## src/sv/kscan_pkg.sv

```systemverilog
// Shared types, constants and key map for the keypad scan decoder.
// No dependencies; every other file refers to it by scoped names.
`default_nettype none

package kscan_pkg;

    localparam int QUEUE_DEPTH_DEF = 16;
    localparam int ROWS            = 4;
    localparam int COLS            = 4;
    localparam int CODE_W          = 7;
    localparam int MATRIX_W        = ROWS * COLS;
    localparam int PRESS_W         = 5;

    localparam logic KIND_POLL = 1'b0;
    localparam logic KIND_READ = 1'b1;

    localparam logic [CODE_W-1:0] NO_KEY = '0;

    // ASCII codes in scan order, bit row*4+col
    localparam logic [CODE_W-1:0] KEY_TABLE [MATRIX_W] = '{
        7'h31, 7'h32, 7'h33, 7'h41,
        7'h34, 7'h35, 7'h36, 7'h42,
        7'h37, 7'h38, 7'h39, 7'h43,
        7'h2A, 7'h30, 7'h23, 7'h44
    };

    typedef struct packed {
        logic       hit;
        logic [1:0] col;
        logic [2:0] count;
    } t_lane_res;

    typedef struct packed {
        logic [PRESS_W-1:0] count;
        logic [CODE_W-1:0]  code;
    } t_scan;

endpackage

`default_nettype wire

```

## src/sv/kscan_lane.sv

```systemverilog
// One row lane: counts pressed keys in a 4-bit active-low row sample
// and finds the last pressed column. Uses kscan_pkg.
`default_nettype none

module kscan_lane (
    input  wire logic [3:0]          i_row_n,
    output kscan_pkg::t_lane_res     o_res
);

    logic [3:0] down;

    always_comb begin
        down        = ~i_row_n;
        o_res.hit   = |down;
        o_res.count = {2'b00, down[0]} + {2'b00, down[1]}
                    + {2'b00, down[2]} + {2'b00, down[3]};
        if (down[3]) begin
            o_res.col = 2'd3;
        end else if (down[2]) begin
            o_res.col = 2'd2;
        end else if (down[1]) begin
            o_res.col = 2'd1;
        end else begin
            o_res.col = 2'd0;
        end
    end

endmodule

`default_nettype wire

```

## src/sv/kscan_merge.sv

```systemverilog
// Merge of the four row lanes: total key count and ASCII code of the
// last pressed key in scan order. Uses kscan_pkg.
`default_nettype none

module kscan_merge (
    input  wire kscan_pkg::t_lane_res i_lane [kscan_pkg::ROWS],
    output kscan_pkg::t_scan         o_scan
);

    logic [1:0] row;
    logic [1:0] col;
    logic       any;

    always_comb begin
        o_scan.count = {2'b00, i_lane[0].count} + {2'b00, i_lane[1].count}
                     + {2'b00, i_lane[2].count} + {2'b00, i_lane[3].count};
        any = i_lane[0].hit | i_lane[1].hit | i_lane[2].hit | i_lane[3].hit;
        if (i_lane[3].hit) begin
            row = 2'd3;
            col = i_lane[3].col;
        end else if (i_lane[2].hit) begin
            row = 2'd2;
            col = i_lane[2].col;
        end else if (i_lane[1].hit) begin
            row = 2'd1;
            col = i_lane[1].col;
        end else begin
            row = 2'd0;
            col = i_lane[0].col;
        end
        o_scan.code = any ? kscan_pkg::KEY_TABLE[{row, col}] : kscan_pkg::NO_KEY;
    end

endmodule

`default_nettype wire

```

## src/sv/kscan_queue.sv

```systemverilog
// Key queue with remembered-key filter and result register.
// Holds the queue memory, pointers, level and output stage. Uses kscan_pkg.
`default_nettype none

module kscan_queue #(
    parameter int QUEUE_DEPTH = kscan_pkg::QUEUE_DEPTH_DEF,
    localparam int PTR_W = $clog2(QUEUE_DEPTH),
    localparam int CNT_W = $clog2(QUEUE_DEPTH + 1)
) (
    input  wire logic                            i_clk,
    input  wire logic                            i_rst_n,
    input  wire logic                            i_accept,
    input  wire logic                            i_kind,
    input  wire kscan_pkg::t_scan                i_scan,
    input  wire logic                            i_out_stall,
    output logic                                 o_out_valid,
    output logic [kscan_pkg::CODE_W-1:0]         o_key_code,
    output logic                                 o_key_valid,
    output logic [kscan_pkg::PRESS_W-1:0]        o_keys_pressed,
    output logic                                 o_key_queued,
    output logic                                 o_key_dropped,
    output logic [CNT_W-1:0]                     o_queue_level
);

    localparam logic [PTR_W-1:0] PTR_LAST = PTR_W'(QUEUE_DEPTH - 1);
    localparam logic [CNT_W-1:0] CNT_FULL = CNT_W'(QUEUE_DEPTH);

    logic [kscan_pkg::CODE_W-1:0] r_mem [QUEUE_DEPTH];
    logic [PTR_W-1:0]             r_rd_ptr, n_rd_ptr;
    logic [PTR_W-1:0]             r_wr_ptr, n_wr_ptr;
    logic [CNT_W-1:0]             r_count, n_count;
    logic [kscan_pkg::CODE_W-1:0] r_last, n_last;
    logic                         r_out_valid;
    logic [kscan_pkg::CODE_W-1:0] r_key_code;
    logic                         r_key_valid;
    logic [kscan_pkg::PRESS_W-1:0] r_keys_pressed;
    logic                         r_key_queued;
    logic                         r_key_dropped;
    logic [CNT_W-1:0]             r_queue_level;

    logic is_poll, new_key, push, pop, drop;

    always_comb begin
        is_poll  = (i_kind == kscan_pkg::KIND_POLL);
        new_key  = is_poll && (i_scan.count == kscan_pkg::PRESS_W'(1))
                   && (i_scan.code != r_last);
        push     = new_key && (r_count != CNT_FULL);
        drop     = new_key && (r_count == CNT_FULL);
        pop      = !is_poll && (r_count != '0);
        n_wr_ptr = r_wr_ptr;
        n_rd_ptr = r_rd_ptr;
        n_count  = r_count;
        n_last   = r_last;
        if (push) begin
            n_wr_ptr = (r_wr_ptr == PTR_LAST) ? '0 : r_wr_ptr + PTR_W'(1);
            n_count  = r_count + CNT_W'(1);
        end
        if (pop) begin
            n_rd_ptr = (r_rd_ptr == PTR_LAST) ? '0 : r_rd_ptr + PTR_W'(1);
            n_count  = r_count - CNT_W'(1);
        end
        if (new_key) begin
            n_last = i_scan.code;
        end else if (is_poll && (i_scan.count == '0)) begin
            n_last = kscan_pkg::NO_KEY;
        end
    end

    always_ff @(posedge i_clk) begin
        if (!i_rst_n) begin
            r_rd_ptr    <= '0;
            r_wr_ptr    <= '0;
            r_count     <= '0;
            r_last      <= kscan_pkg::NO_KEY;
            r_out_valid <= 1'b0;
        end else begin
            if (i_accept) begin
                r_rd_ptr    <= n_rd_ptr;
                r_wr_ptr    <= n_wr_ptr;
                r_count     <= n_count;
                r_last      <= n_last;
                r_out_valid <= 1'b1;
            end else if (!i_out_stall) begin
                r_out_valid <= 1'b0;
            end
        end
    end

    always_ff @(posedge i_clk) begin
        if (i_accept && push) begin
            r_mem[r_wr_ptr] <= i_scan.code;
        end
    end

    always_ff @(posedge i_clk) begin
        if (i_accept) begin
            if (is_poll) begin
                r_key_code <= i_scan.code;
            end else if (pop) begin
                r_key_code <= r_mem[r_rd_ptr];
            end else begin
                r_key_code <= kscan_pkg::NO_KEY;
            end
            r_key_valid    <= pop;
            r_keys_pressed <= is_poll ? i_scan.count : '0;
            r_key_queued   <= push;
            r_key_dropped  <= drop;
            r_queue_level  <= n_count;
        end
    end

    assign o_out_valid    = r_out_valid;
    assign o_key_code     = r_key_code;
    assign o_key_valid    = r_key_valid;
    assign o_keys_pressed = r_keys_pressed;
    assign o_key_queued   = r_key_queued;
    assign o_key_dropped  = r_key_dropped;
    assign o_queue_level  = r_queue_level;

endmodule

`default_nettype wire

```

## src/sv/keypad_scan_decoder_top.sv

```systemverilog
// Top level of the keypad scan decoder: four row lanes, merge, key queue.
// Depends on kscan_pkg, kscan_lane, kscan_merge and kscan_queue.
//
// Each request is either a poll carrying a full 4x4 active-low keypad sample
// or a read that pops one key code from the queue. The block takes one
// request per clock while the output is not stalled and returns its result
// in the cycle after acceptance from a single output register; the queue
// memory is written and read once per cycle, so polls and reads may be
// freely interleaved at full rate. A new request is taken in the same cycle
// the pending result is taken. Queue contents need no clearing after reset.
`default_nettype none

module keypad_scan_decoder_top #(
    parameter int QUEUE_DEPTH = kscan_pkg::QUEUE_DEPTH_DEF,
    localparam int CNT_W = $clog2(QUEUE_DEPTH + 1)
) (
    input  wire logic                             i_clk,
    input  wire logic                             i_rst_n,
    input  wire logic                             i_in_valid,
    output logic                                  o_in_stall,
    input  wire logic                             i_kind,
    input  wire logic [kscan_pkg::MATRIX_W-1:0]   i_key_matrix,
    output logic                                  o_out_valid,
    input  wire logic                             i_out_stall,
    output logic [kscan_pkg::CODE_W-1:0]          o_key_code,
    output logic                                  o_key_valid,
    output logic [kscan_pkg::PRESS_W-1:0]         o_keys_pressed,
    output logic                                  o_key_queued,
    output logic                                  o_key_dropped,
    output logic [CNT_W-1:0]                      o_queue_level
);

    kscan_pkg::t_lane_res lane_res [kscan_pkg::ROWS];
    kscan_pkg::t_scan     scan;
    logic                 accept;

    assign o_in_stall = o_out_valid && i_out_stall;
    assign accept     = i_in_valid && !o_in_stall;

    for (genvar g = 0; g < kscan_pkg::ROWS; g++) begin : g_lane
        kscan_lane u_lane (
            .i_row_n (i_key_matrix[g*kscan_pkg::COLS +: kscan_pkg::COLS]),
            .o_res   (lane_res[g])
        );
    end

    kscan_merge u_merge (
        .i_lane (lane_res),
        .o_scan (scan)
    );

    kscan_queue #(
        .QUEUE_DEPTH (QUEUE_DEPTH)
    ) u_queue (
        .i_clk          (i_clk),
        .i_rst_n        (i_rst_n),
        .i_accept       (accept),
        .i_kind         (i_kind),
        .i_scan         (scan),
        .i_out_stall    (i_out_stall),
        .o_out_valid    (o_out_valid),
        .o_key_code     (o_key_code),
        .o_key_valid    (o_key_valid),
        .o_keys_pressed (o_keys_pressed),
        .o_key_queued   (o_key_queued),
        .o_key_dropped  (o_key_dropped),
        .o_queue_level  (o_queue_level)
    );

endmodule

`default_nettype wire
```

## config.mk

```make
export PLATFORM = sky130hd
export DESIGN_NAME = keypad_scan_decoder_top
export DESIGN_NICKNAME = d
export VERILOG_FILES = /design/src/sv/kscan_pkg.sv /design/src/sv/kscan_lane.sv /design/src/sv/kscan_merge.sv /design/src/sv/kscan_queue.sv /design/src/sv/keypad_scan_decoder_top.sv
export SDC_FILE = /design/constraint.sdc
export NUM_CORES = 1
export LEC_CHECK = 0
export ABC_AREA = 1
export BUFFER_PORTS_ARGS = -buffer_cell sky130_fd_sc_hd__buf_2
export CAP_MARGIN = 20
export CORE_MARGIN = 5
export CORE_UTILIZATION = 35
export DETAILED_ROUTE_END_ITERATION = 8
export GPL_TIMING_DRIVEN = 0
export SYNTH_ARGS = -nofsm -noshare
export SYNTH_HDL_FRONTEND = slang
export SYNTH_HIERARCHICAL = 1
export SYNTH_SLANG_ARGS = --single-unit
export TNS_END_PERCENT = 100
```

## constraint.sdc

```tcl
create_clock -name i_clk -period 5.4 [get_ports i_clk]
set_input_delay 1.08 -clock i_clk [delete_from_list [all_inputs] [get_ports i_clk]]
set_output_delay 1.08 -clock i_clk [all_outputs]
set_load 0.02 [all_outputs]
```

# Word-level counts from Yosys, hierarchy flattened
# Memories as Yosys holds them, arrays and structs flattened. A register that Yosys moved wholly into a read port is not among the register bits.
# Index checks and enable logic that the tools add are counted.
[word_totals]
mem_count = 2
reg_bits = 41
latchBits = 0
in_bits = 21
rom_bits = 112
out_inout_bits = 22
wordCells = 104
ram_bits = 112
[classes]
shift = 0
mux = 35
n_bitwise = 9
eq_ne = 7
reduce_logical = 20
n_lt_le_gt_ge = 1
div = 0
add_sub_neg = 19
mul = 0
[memory_table]
columns = ["name", "words", "width", "read_ports", "rd_ports_with_merged_regs", "wr", "line_no", "rtl"]
rows = [
  ["(name not given)", 16, 7, 1, 0, 0, "kscan_merge.sv:31", "o_scan.code = any ? kscan_pkg::KEY_TABLE[{row, col}] : kscan_pkg::NO_KEY;"],
  ["u_queue.r_mem", 16, 7, 1, 1, 1, "kscan_queue.sv:28", "logic [kscan_pkg::CODE_W-1:0] r_mem [QUEUE_DEPTH];"],
]
[ops]
columns = ["op", "n"]
rows = [
  ["7-bit 2-to-1 mux", 7],
  ["2-bit 2-to-1 mux", 13],
  ["3-bit by 1-bit adder with 3-bit output", 8],
  ["4-bit 2-to-1 mux", 4],
  ["4-bit NOT", 4],
  ["4-bit OR reduction", 4],
  ["5-bit by 3-bit adder with 5-bit output", 2],
  ["5-bit 2-to-1 mux", 2],
  ["1-bit logical AND", 9],
  ["1-bit 2-to-1 mux", 9],
  ["1-bit by 1-bit adder with 2-bit output", 4],
  ["4-bit by 1-bit adder with 4-bit output, second input constant", 2],
  ["4-bit == test, second input constant", 2],
  ["7-bit inequality test", 1],
  ["2-bit AND reduction", 3],
  ["5-bit by 1-bit adder with 5-bit output, second input constant", 1],
  ["5-bit by 1-bit == test with 1-bit output, second input constant", 1],
  ["5-bit == test, second input constant", 1],
  ["5-bit >= comparator, second input constant", 1],
  ["5-bit logical NOT", 1],
  ["5-bit inequality test, second input constant", 1],
  ["4-bit NOT with 5-bit output", 1],
  ["5-bit nonzero test", 1],
  ["5-bit by 1-bit subtractor with 5-bit output, second input constant", 1],
  ["other kinds (6)", 8],
]

# Depth between registers and ports, before layout
[depth]
ltp_word = 18
ltp_mapped = 28
ltp_nobuf = 28

# Cells and area by module
# Netlist, hierarchy kept.
[modules_own_cells]
columns = ["mod", "instances", "cells_per_inst", "area_per_inst_um2"]
rows = [
  ["kscan_queue", 1, 584, 6508.7],
  ["kscan_merge", 1, 90, 589.3],
  ["kscan_lane", 4, 12, 88.8],
  ["keypad_scan_decoder_top", 1, 4, 20.0],
]

# Worst setup path after synthesis
# Ideal clock, no wire load.
[synth_timing]
kind = "in2reg"
startpoint = "in i_key_matrix[12] (netlist name)"
endpoint = "mem u_queue/r_mem[0][0] (netlist name), enable pin"
path_stages = 18
t_required_ps = 5040
arrival_time_ps = 5106
slack_ps = -66
path_cell_list = "fa_1 -> inv_1 -> ha_1 -> ha_1 -> inv_1 -> fa_1 -> inv_1 -> fa_1 -> ha_1 -> fa_1 -> xor2_1 -> nor2_1 -> nand3_1 -> nor3_4 -> nand3_2 -> nor2_4 -> nand2_1 -> nor2_1"
[synth_rtl]
columns = ["item", "line_no", "rtl"]
rows = [
  ["from (decl)", "keypad_scan_decoder_top.sv:22", "input wire logic [kscan_pkg::MATRIX_W-1:0] i_key_matrix,"],
  ["to (decl)", "kscan_queue.sv:28", ""],
]

==> out/results.ini <==
[logic_synthesis]
synth-seq-cells=157
syn-num-nets=786
synthCells=726
syn_area_um2=7473
postSynthAreaPerCell_um2=10.29
synth-seq-area-share_pct=59.74
yosysWarnings=6
synth.distinct_cells=32

[floorplanning]
dieArea_um2=24380
coreArea_um2=21020
rows=53
pin_count=43
initial_utilization_pct=35.55
die_w_um=156.1
die_height_um=156.1

[route]
dr_total_vias=5337
ant_nets=0
drt-initial-drc-count=405
drc_errors=0
drt-wirelength-per-cell_um=16.24
via_per_inst=4.883
wirelength_mm=17.75
first_pass_iters=5

[critical_path]
critPathCaptureType=flop
worst_setup_path_start_kind=input port
cp_max_fo=7
worstSetupPathType=input port to flop
critical_path_arrival_ns=5.33
cp.required_ns=5.49

[timing]
slew_viol_final=0
fin_crit_sh_pct=97.02
min_period_ns=5.239
fin_hold_ws_ns=0.4780
setup_violations=0
finalHoldViolations=0
worst_pin_slew_ns=1.008
finClkSkew_ns=0.009274
rsz0062_at_grt=yes
setup_tns_ns=0
max_freq_ghz=0.1909
relSlewSlack_pct=32.80

[clock_network]
htreeDepth=4
cts_buffers=17
clk_path_buf_depth=2
root_buffer=clkbuf_16
clock_sinks=157
clkTransAtPathRegs_ns=0.06
clock_latency_ns=0.43
cts_tree=built
cts_hold_buf=0

[grt]
grt_max_degree=20
grt.total_usage_pct=15.00
grt_pass1_wl_mm=28.45
grt_antenna_before_repair=0
grt_overflow=0
grt_pass1_vias=5389

[placement]
hpwl_mm=12.06
place_congestion=0.8356
portBuffers=42

[power]
peakVddDrop_mv=0.2855
p_leak_nw=3.589
power_density_nw_per_um2=358.0
total_power_w=0.003255

[finish]
multi_input_area_um2=2724
area_delta_synth_final_pct=21.65
nNetsFinal=865
drive_gt1_share_pct=18.22
nFillCells=1968
regArea_um2=4464
diodes=0

[min_path]
hp-class=flop to flop

[outcome]
status=complete, no violations

[run]
max-cap-violations=0

[worst paths after layout]
path	to	slack (ns)	depth (start not counted)	start
worst max register to register	u_queue/r_mem[6][3]	2.77	8	u_queue/o_out_valid
worst min register to register	u_queue/r_last[2]	0.48	2	u_queue/r_last[2]
worst min-delay path	u_queue/r_last[2]	0.48	2	u_queue/r_last[2]
worst max-delay path	u_queue/r_mem[6][3]	0.16	20	i_key_matrix[12]
[metrics by stage]
| stage | setup slack [ns] | std cells | utilization (%) | instance area (um2) |
|---|---|---|---|---|
| after global routing | -0.008661 | 1093 | 43.25 | 9091 |
| after global placement | -0.8611 | 1043 | 38.21 | 8033 |
| final | 0.1611 | 1093 | 43.25 | 9091 |
| after floorplan | -0.06577 | 726 | - | 7478 |
| after CTS | 0.03186 | 1092 | 43.19 | 9079 |
| after detailed placement | -0.8715 | 1048 | 38.51 | 8095 |
[cells in the mapped netlist (all sizes together)]
cell | number | area (um2)
o21ai | 75 | 397.9
ha | 29 | 362.9
nand3 | 45 | 245.2
o22ai | 24 | 150.1
buf | 12 | 73.82
fa | 10 | 200.2
nand4 | 4 | 25.02
nor3 | 5 | 46.30
nor2 | 99 | 386.6
dfxtp | 25 | 500.5
nand2 | 127 | 481.7
nand3b | 1 | 7.510
xor2 | 6 | 52.55
clkbuf | 16 | 61.30
a21oi | 25 | 136.4
xnor2 | 3 | 26.28
o221ai | 5 | 43.79
edfxtp | 132 | 3964
inv | 83 | 311.5
[per-layer routing]
layer  wire [um]  global-route usage (%)  up-vias
li1            -                       -     2624
met1        8197                   20.31     2545
met2        8460                   24.25      142
met3         792                   3.107       26
met4         300                   4.876        0
met5           0                       0        -
[flip-flops by register name (all words and copies together), names as in the netlist, named ones only]
register                flops
u_queue/o_key_valid         1
u_queue/o_queue_level       5
u_queue/o_key_code          7
u_queue/r_rd_ptr            4
u_queue/o_keys_pressed      5
u_queue/o_key_queued        1
u_queue/r_mem             112
u_queue/o_key_dropped       1
u_queue/o_out_valid         1
u_queue/r_count             5
u_queue/r_wr_ptr            4
u_queue/r_last              7
[critical path: stages]
cell and delay (ns):
buf_2 0.12, fa_1 0.53, inv_1 0.04, ha_1 0.17, ha_1 0.26, inv_1 0.06
fa_1 0.54, inv_1 0.05, fa_1 0.47, ha_2 0.22, fa_2 0.33, xor2_1 0.18
nor2_1 0.14, nand3_2 0.11, nor3_4 0.21, nand3_4 0.12, nor2_4 0.19, buf_4 0.15
nand2_4 0.09, nor2_4 0.28
[power by group]
group | internal (W) | switching (W) | leakage [nW]
registers | 0.00138 | 0.0000183 | 1.42
clock network | 0.000794 | 0.000466 | 0.318
logic | 0.000202 | 0.000393 | 1.85
total | 0.00238 | 0.000878 | 3.59
[kinds of logic (layout without fill, tap and decap cells)]
family	Yosys count	count (layout)	share of synthesized area (%)
buffers and inverters	111	203	5.977
DFF	157	157	59.74
adders and majority gates	39	39	7.534
AOI/OAI and AO/OA	129	129	9.744
and+or+nand+nor	281	281	15.96
xor gates and xnor gates	9	9	1.055
[cell usage in the layout, fill, tap and decap left out, types with 3 or more instances in the layout]
cell type,n
edfxtp_1,132
nand2_1,122
nor2_1,80
inv_1,74
o21ai_0,69
buf_2,47
nand3_1,40
ha_1,28
dfxtp_1,25
o22ai_1,24
clkbuf_16,21
a21oi_1,21
nor2_4,18
clkbuf_1,16
buf_4,11
fa_1,9
inv_2,9
buf_12,8
xor2_1,6
o221ai_1,5
a21oi_2,4
clkbuf_8,4
nand3_2,4
o21ai_1,4
nand4_1,4
clkinv_4,3
nand2_2,3
xnor2_1,3
[final cells by class]
class	instances	share of cell area, %
clock inverter	6	0.7019
inverter	83	3.427
multi-input combinational	458	29.96
buffer	28	1.486
sequential	157	49.11
tap	275	3.785
clock buffer	26	6.427
timing repair buffer	60	5.106
[repair_timing]
item,CTS,global route
resized for setup,37,2
pin swaps,15,5
buffers inserted,12,1
hold endpoints to repair,0,0
endpoints found under the setup margin,112,114
Power figures use the tool's default switching activity.
